**config.mk**
```make
export PLATFORM = sky130hd
export DESIGN_NAME = wav_header_parser_core_flat
export DESIGN_NICKNAME = d
export VERILOG_FILES = /design/src/rtl/wavhp_pkg.sv /design/src/rtl/wavhp_if.sv /design/src/rtl/wav_header_parser_core.sv /design/src/flat_wrapper.sv
export SDC_FILE = /design/constraint.sdc
export NUM_CORES = 1
export LEC_CHECK = 0
export BUFFER_PORTS_ARGS = -buffer_cell sky130_fd_sc_hd__buf_2
export CORE_MARGIN = 3
export CORE_UTILIZATION = 51
export CTS_CLUSTER_DIAMETER = 50
export DETAILED_ROUTE_END_ITERATION = 7
export PLACE_DENSITY = 0.72
export REMOVE_ABC_BUFFERS = 1
export SYNTH_ARGS = -nofsm -noshare
export SYNTH_HDL_FRONTEND = slang
export SYNTH_SLANG_ARGS = --single-unit
```
**constraint.sdc**
```tcl
create_clock -name clk -period 19 [get_ports clk]
set_input_delay 0.95 -clock clk [delete_from_list [all_inputs] [get_ports clk]]
set_output_delay 0.95 -clock clk [all_outputs]
set_load 0.01 [all_outputs]
```
**src/rtl/wavhp_pkg.sv**
```systemverilog
// Shared types, constants and tag tables for the WAV header parser.
package wavhp_pkg;

  localparam int unsigned HeaderBytes = 44;
  localparam int unsigned PosWidth    = 6;

  localparam logic [PosWidth-1:0] POS_IDLE = PosWidth'(HeaderBytes);
  localparam logic [PosWidth-1:0] POS_LAST = PosWidth'(HeaderBytes - 1);

  localparam logic [31:0] FMT_CHUNK_PCM = 32'd16;
  localparam logic [15:0] AUDIO_FMT_PCM = 16'd1;
  localparam logic [15:0] CHANNELS_MONO = 16'd1;
  localparam logic [15:0] CHANNELS_STEREO = 16'd2;
  localparam logic [15:0] BITS_8  = 16'd8;
  localparam logic [15:0] BITS_16 = 16'd16;

  typedef enum logic [3:0] {
    STATUS_OK        = 4'd0,
    STATUS_RIFF_TAG  = 4'd1,
    STATUS_WAVE_TAG  = 4'd2,
    STATUS_FMT_TAG   = 4'd3,
    STATUS_FMT_SIZE  = 4'd4,
    STATUS_FORMAT    = 4'd5,
    STATUS_CHANNELS  = 4'd6,
    STATUS_BITS      = 4'd7,
    STATUS_DATA_TAG  = 4'd8
  } wavhp_status_t;

  typedef struct packed {
    logic [7:0] header_byte;
    logic       start_of_header;
  } wavhp_byte_t;

  typedef struct packed {
    logic [31:0]   riff_size;
    logic [31:0]   fmt_chunk_size;
    logic [15:0]   audio_format;
    logic [15:0]   channel_count;
    logic [31:0]   sample_freq;
    logic [31:0]   byte_rate;
    logic [15:0]   block_align;
    logic [15:0]   bits_per_sample;
    logic [31:0]   data_size;
    wavhp_status_t status;
  } wavhp_result_t;

  // Expected character at a tag position; other positions return zero.
  function automatic logic [7:0] tag_char(logic [PosWidth-1:0] pos);
    logic [7:0] ch;
    ch = 8'h00;
    unique case (pos)
      6'd0:    ch = "R";
      6'd1:    ch = "I";
      6'd2:    ch = "F";
      6'd3:    ch = "F";
      6'd8:    ch = "W";
      6'd9:    ch = "A";
      6'd10:   ch = "V";
      6'd11:   ch = "E";
      6'd12:   ch = "f";
      6'd13:   ch = "m";
      6'd14:   ch = "t";
      6'd15:   ch = " ";
      6'd36:   ch = "d";
      6'd37:   ch = "a";
      6'd38:   ch = "t";
      6'd39:   ch = "a";
      default: ch = 8'h00;
    endcase
    return ch;
  endfunction

endpackage

```
**src/rtl/wavhp_if.sv**
```systemverilog
// Valid/ready channel interfaces for header bytes and parsed results.
interface wavhp_byte_if
  import wavhp_pkg::*;
();
  logic        valid;
  logic        ready;
  wavhp_byte_t data;

  modport source (output valid, output data, input ready);
  modport sink   (input valid, input data, output ready);
endinterface

interface wavhp_result_if
  import wavhp_pkg::*;
();
  logic          valid;
  logic          ready;
  wavhp_result_t data;

  modport source (output valid, output data, input ready);
  modport sink   (input valid, input data, output ready);
endinterface

```
**src/rtl/wav_header_parser_core.sv**
```systemverilog
// Canonical PCM WAV header parser: byte stream in, one parsed header out.
//
// Takes one header byte per cycle on hdr; a byte flagged start_of_header
// restarts parsing at byte 0 and clears all gathered fields. Bytes arriving
// after the 44th and before the next start are dropped. Each byte is checked
// and shifted into the field registers in the cycle it transfers, and the
// 44th byte loads the output register, so the result is offered on res the
// cycle after that byte. Sustained rate is one byte per cycle; hdr only
// stalls while a finished result sits unclaimed in the output register.
// status holds the first error in stream order (0 when the header is good).
module wav_header_parser_core
  import wavhp_pkg::*;
(
  input  logic                  clk,
  input  logic                  rst,
  wavhp_byte_if.sink            hdr,
  wavhp_result_if.source        res
);

  logic [PosWidth-1:0] position, position_next;
  logic [31:0]   riff_size,      riff_size_next;
  logic [31:0]   fmt_size,       fmt_size_next;
  logic [15:0]   audio_format,   audio_format_next;
  logic [15:0]   channels,       channels_next;
  logic [31:0]   sample_freq,    sample_freq_next;
  logic [31:0]   byte_rate,      byte_rate_next;
  logic [15:0]   block_align,    block_align_next;
  logic [15:0]   bits,           bits_next;
  logic [31:0]   data_size,      data_size_next;
  wavhp_status_t first_error,    first_error_next;

  logic          res_valid;
  wavhp_result_t res_data;

  logic                transfer;
  logic [PosWidth-1:0] pos;
  logic [7:0]          b;
  logic [1:0]          lane4;
  logic                lane2;
  wavhp_status_t       code;
  logic                emit;

  assign hdr.ready = !res_valid || res.ready;
  assign transfer  = hdr.valid && hdr.ready;
  assign b         = hdr.data.header_byte;
  assign pos       = hdr.data.start_of_header ? '0 : position;
  assign lane4     = pos[1:0];
  assign lane2     = pos[0];
  assign emit      = transfer && (pos == POS_LAST);

  always_comb begin
    riff_size_next    = riff_size;
    fmt_size_next     = fmt_size;
    audio_format_next = audio_format;
    channels_next     = channels;
    sample_freq_next  = sample_freq;
    byte_rate_next    = byte_rate;
    block_align_next  = block_align;
    bits_next         = bits;
    data_size_next    = data_size;
    first_error_next  = first_error;
    position_next     = position;
    code              = STATUS_OK;

    if (transfer && hdr.data.start_of_header) begin
      riff_size_next    = '0;
      fmt_size_next     = '0;
      audio_format_next = '0;
      channels_next     = '0;
      sample_freq_next  = '0;
      byte_rate_next    = '0;
      block_align_next  = '0;
      bits_next         = '0;
      data_size_next    = '0;
      first_error_next  = STATUS_OK;
      position_next     = '0;
    end

    if (transfer && pos < POS_IDLE) begin
      priority if (pos < 6'd4) begin
        if (b != tag_char(pos)) code = STATUS_RIFF_TAG;
      end else if (pos < 6'd8) begin
        riff_size_next[8*lane4 +: 8] = b;
      end else if (pos < 6'd12) begin
        if (b != tag_char(pos)) code = STATUS_WAVE_TAG;
      end else if (pos < 6'd16) begin
        if (b != tag_char(pos)) code = STATUS_FMT_TAG;
      end else if (pos < 6'd20) begin
        fmt_size_next[8*lane4 +: 8] = b;
        if (pos == 6'd19 && fmt_size_next != FMT_CHUNK_PCM) code = STATUS_FMT_SIZE;
      end else if (pos < 6'd22) begin
        audio_format_next[8*lane2 +: 8] = b;
        if (pos == 6'd21 && audio_format_next != AUDIO_FMT_PCM) code = STATUS_FORMAT;
      end else if (pos < 6'd24) begin
        channels_next[8*lane2 +: 8] = b;
        if (pos == 6'd23 && channels_next != CHANNELS_MONO &&
            channels_next != CHANNELS_STEREO) code = STATUS_CHANNELS;
      end else if (pos < 6'd28) begin
        sample_freq_next[8*lane4 +: 8] = b;
      end else if (pos < 6'd32) begin
        byte_rate_next[8*lane4 +: 8] = b;
      end else if (pos < 6'd34) begin
        block_align_next[8*lane2 +: 8] = b;
      end else if (pos < 6'd36) begin
        bits_next[8*lane2 +: 8] = b;
        if (pos == 6'd35 && bits_next != BITS_8 && bits_next != BITS_16) code = STATUS_BITS;
      end else if (pos < 6'd40) begin
        if (b != tag_char(pos)) code = STATUS_DATA_TAG;
      end else begin
        data_size_next[8*lane4 +: 8] = b;
      end

      // keep only the first error of the header
      if (first_error_next == STATUS_OK) first_error_next = code;
      position_next = pos + 6'd1;
    end
  end

  always_ff @(posedge clk) begin
    if (rst) begin
      position     <= POS_IDLE;
      riff_size    <= '0;
      fmt_size     <= '0;
      audio_format <= '0;
      channels     <= '0;
      sample_freq  <= '0;
      byte_rate    <= '0;
      block_align  <= '0;
      bits         <= '0;
      data_size    <= '0;
      first_error  <= STATUS_OK;
    end else begin
      position     <= position_next;
      riff_size    <= riff_size_next;
      fmt_size     <= fmt_size_next;
      audio_format <= audio_format_next;
      channels     <= channels_next;
      sample_freq  <= sample_freq_next;
      byte_rate    <= byte_rate_next;
      block_align  <= block_align_next;
      bits         <= bits_next;
      data_size    <= data_size_next;
      first_error  <= first_error_next;
    end
  end

  // Output register: load on the last header byte, hold until taken.
  always_ff @(posedge clk) begin
    if (rst) begin
      res_valid <= 1'b0;
    end else if (emit) begin
      res_valid <= 1'b1;
    end else if (res.ready) begin
      res_valid <= 1'b0;
    end
  end

  always_ff @(posedge clk) begin
    if (emit) begin
      res_data.riff_size       <= riff_size_next;
      res_data.fmt_chunk_size  <= fmt_size_next;
      res_data.audio_format    <= audio_format_next;
      res_data.channel_count   <= channels_next;
      res_data.sample_freq     <= sample_freq_next;
      res_data.byte_rate       <= byte_rate_next;
      res_data.block_align     <= block_align_next;
      res_data.bits_per_sample <= bits_next;
      res_data.data_size       <= data_size_next;
      res_data.status          <= first_error_next;
    end
  end

  assign res.valid = res_valid;
  assign res.data  = res_data;

endmodule
```
**src/flat_wrapper.sv**
```systemverilog
// flat-port wrapper written by rule: the top's interface ports become plain ports
module wav_header_parser_core_flat import wavhp_pkg::*;
  (clk, rst, hdr_valid, hdr_data, hdr_ready, res_valid, res_data, res_ready);
  wavhp_byte_if hdr_i ();
  wavhp_result_if res_i ();
  input  logic clk;
  input  logic rst;
  input wire logic [$bits(hdr_i.valid)-1:0] hdr_valid;
  input wire logic [$bits(hdr_i.data)-1:0] hdr_data;
  output wire logic [$bits(hdr_i.ready)-1:0] hdr_ready;
  output wire logic [$bits(res_i.valid)-1:0] res_valid;
  output wire logic [$bits(res_i.data)-1:0] res_data;
  input wire logic [$bits(res_i.ready)-1:0] res_ready;
  assign hdr_i.valid = hdr_valid;
  assign hdr_i.data = hdr_data;
  assign hdr_ready = hdr_i.ready;
  assign res_valid = res_i.valid;
  assign res_data = res_i.data;
  assign res_i.ready = res_ready;
  wav_header_parser_core u_core (.clk(clk), .rst(rst), .hdr(hdr_i), .res(res_i));
endmodule
```
==> impl_metrics.toml <==
[timing]
finalHoldViolCount = 0
finalSetupViolations = 0
timing.fmax_mhz = 228
skew_ps = 21.9
fin_crit_sh = 0.231
tightest_slew_ps = 947
relSlewSlack = 0.369
setup_tns_ps = 0
final_max_slew_viol_count = 0
grt_setup_unrepaired = "false"
fin_crit_ps = 4380

[floorplanning]
die_x_um = 193
num_rows = 67
pin_count = 243
die_area_mm2 = 0.0372
core_mm2 = 0.0340
die_h_um = 193
initial_core_util = 0.524

[detailed_routing]
drc_errors = 0
ant_nets = 0
first_pass_iters = 5
vias = 12900
drt_wl_total_um = 44800
wl_per_cell_um = 19.5
drtIter0Drc = 1207
routed_via_density = 5.60

[clock_tree]
htreeDepth = 2
clk_pin_slew_ps = 60
postCtsSetupRepairBufs = 0
insertion_delay_ps = 560
holdBufCountCts = 0
cts_max_path_buffers = 3
cts_buffers = 46
cts_sinks = 463
root_buffer = "clkbuf_16"
cts_tree = "built"
cts_resized = 0

[global_route]
grtUsageTotal = 0.238
grt_max_degree = 119
antenna_found_initial = 1
grt-ovfl-total = 0
grt_pass1_vias = 12100
grt_pass1_wl_um = 68600

[status]
status = "finished, final reports clean"

[final_layout]
stdcell_count = 2298
antennaDiodeCount = 0
multi_input_area_mm2 = 0.00574
syn2layout_area_growth_pct = 16.0
drive_above_1_share = 0.190
final_nets = 1830
fillers = 2791
ff_latch_area_mm2 = 0.0116

[flow_run]
maxCapViolCount = 0

[synthesis]
avgSynthCellArea_um2 = 11.0
yosysTopAreaCellShare = 0.385
yosysSeqAreaShare = 0.649
post-synth-top-count-cell = "dfxtp_1"
synthTopCellsByCount = "dfxtp_1, and2_1, edfxtp_1"
synthArstFlopShare = 0
synth.area.top_cells = "edfxtp_1, dfxtp_1, and2_1"
ys_ff_latch = 463
synth-edff-count = 228
syn_inst = 1624
synth-warning-count = 0
yosysTopAreaCell = "edfxtp_1"
synth_ff_type = "dfxtp_1"
synthDistinctLibCells = 69
syn_area_mm2 = 0.0178

[power]
finalPower_uw = 1990
p_leak_uw = 0.00735
max-vdd-ir-drop_v = 0.0000651
pwr_density_cell_mw_per_mm2 = 96.4

[worst_setup_path]
path_class = "in -> reg"
cp.arrival_ps = 4830
crit_fanout = 54
r2r_cells = 10
worstPathRequired_ps = 19440
worst_setup_path_start_kind = "input port"
endpoint_kind = "flip-flop"

[placement]
place_congestion = 0.904
io_buffers = 242
dpl.hpwl_um = 28500
placed_cells = 2212

[hold_path]
holdPathStages = 2
min_path_type = "reg -> reg"
worst max-delay path: stages:
cell,delay (ps)
buf_2,360
nor2b_1,200
buf_4,260
ha_1,680
nand3_1,230
nor2_4,140
buf_4,570
buf_4,670
inv_1,290
nand3_1,150
o21ai_0,120
and2_1,170
per-layer routing:
layer | wire length [um] | track usage | share of wire | vias up
met5 | 9 | 0 | 0.00020 | -
met1 | 19900 | 0.340 | 0.44 | 6206
met3 | 3200 | 0.0356 | 0.071 | 85
met2 | 20700 | 0.376 | 0.46 | 457
met4 | 1090 | 0.0720 | 0.024 | 2
li1 | - | - | - | 6109
kinds of logic after synthesis:
family,Yosys count,share of synthesized area
AND/OR/NAND/NOR,710,0.210
AO/OA/AOI/OAI,310,0.102
XOR/XNOR,11,0.00541
buffers and inverters,125,0.0297
adder cells (fa/ha/maj),5,0.00351
flip-flops,463,0.649
final timing paths:
| kind | from | slack [ps] | to |
|---|---|---|---|
| setup / recovery | hdr_data[0] | 14620 | u_core.data_size[28] |
| hold / removal | u_core.channels[12] | 530 | u_core.channels[12] |
| setup reg to reg | u_core.position[1] | 14650 | u_core.data_size[28] |
| hold reg to reg | u_core.channels[12] | 530 | u_core.channels[12] |
final cells by class:
type / instances / area share
sequential: 463 / 0.559
multi-input combinational: 1036 / 0.278
timing repair buffer: 254 / 0.0630
clock buffer: 66 / 0.0628
tap: 448 / 0.0271
clock inverter: 20 / 0.00781
inverter: 11 / 0.00212
stage by stage:
step / utilization / cell area, um2 / hold WS, ps / setup slack, ps
floorplan: - / 17300 / 465 / 4520
global placement: 0.565 / 19200 / 495 / 14180
detailed placement: 0.565 / 19200 / 518 / 14070
CTS: 0.608 / 20700 / 527 / 14640
global route: 0.608 / 20700 / 553 / 14170
finish: 0.608 / 20700 / 527 / 14620
cells in the final DEF, fill, tap and decap left out, types with 14 or more instances in the layout:
| master | n |
|---|---|
| clkbuf_16 | 46 |
| edfxtp_1 | 228 |
| dfxtp_1 | 235 |
| a22o_1 | 14 |
| and2_1 | 231 |
| nor3_1 | 22 |
| nand3_1 | 154 |
| nand2_1 | 185 |
| a21oi_1 | 19 |
| o21ai_0 | 192 |
| o21ai_1 | 19 |
| nor2_1 | 43 |
| buf_2 | 242 |
registers in the layout, indices dropped and copies added (netlist names):
register,flops
u_core.res.data,228
u_core.res.valid,1
u_core.block_align,16
u_core.fmt_size,32
u_core.bits,16
u_core.sample_freq,32
u_core.byte_rate,32
u_core.data_size,32
u_core.audio_format,16
u_core.riff_size,32
u_core.first_error,4
u_core.position,6
u_core.channels,16
report_power, final:
group / total [uW] / internal, uW / leakage (uW) / switching [uW]
clock network: 870 / 493 / 0.000711 / 377
logic: 76.1 / 16.9 / 0.00278 / 59.2
registers: 1040 / 1040 / 0.00385 / 4.67
No activity file was read; power rests on OpenSTA's default activity.
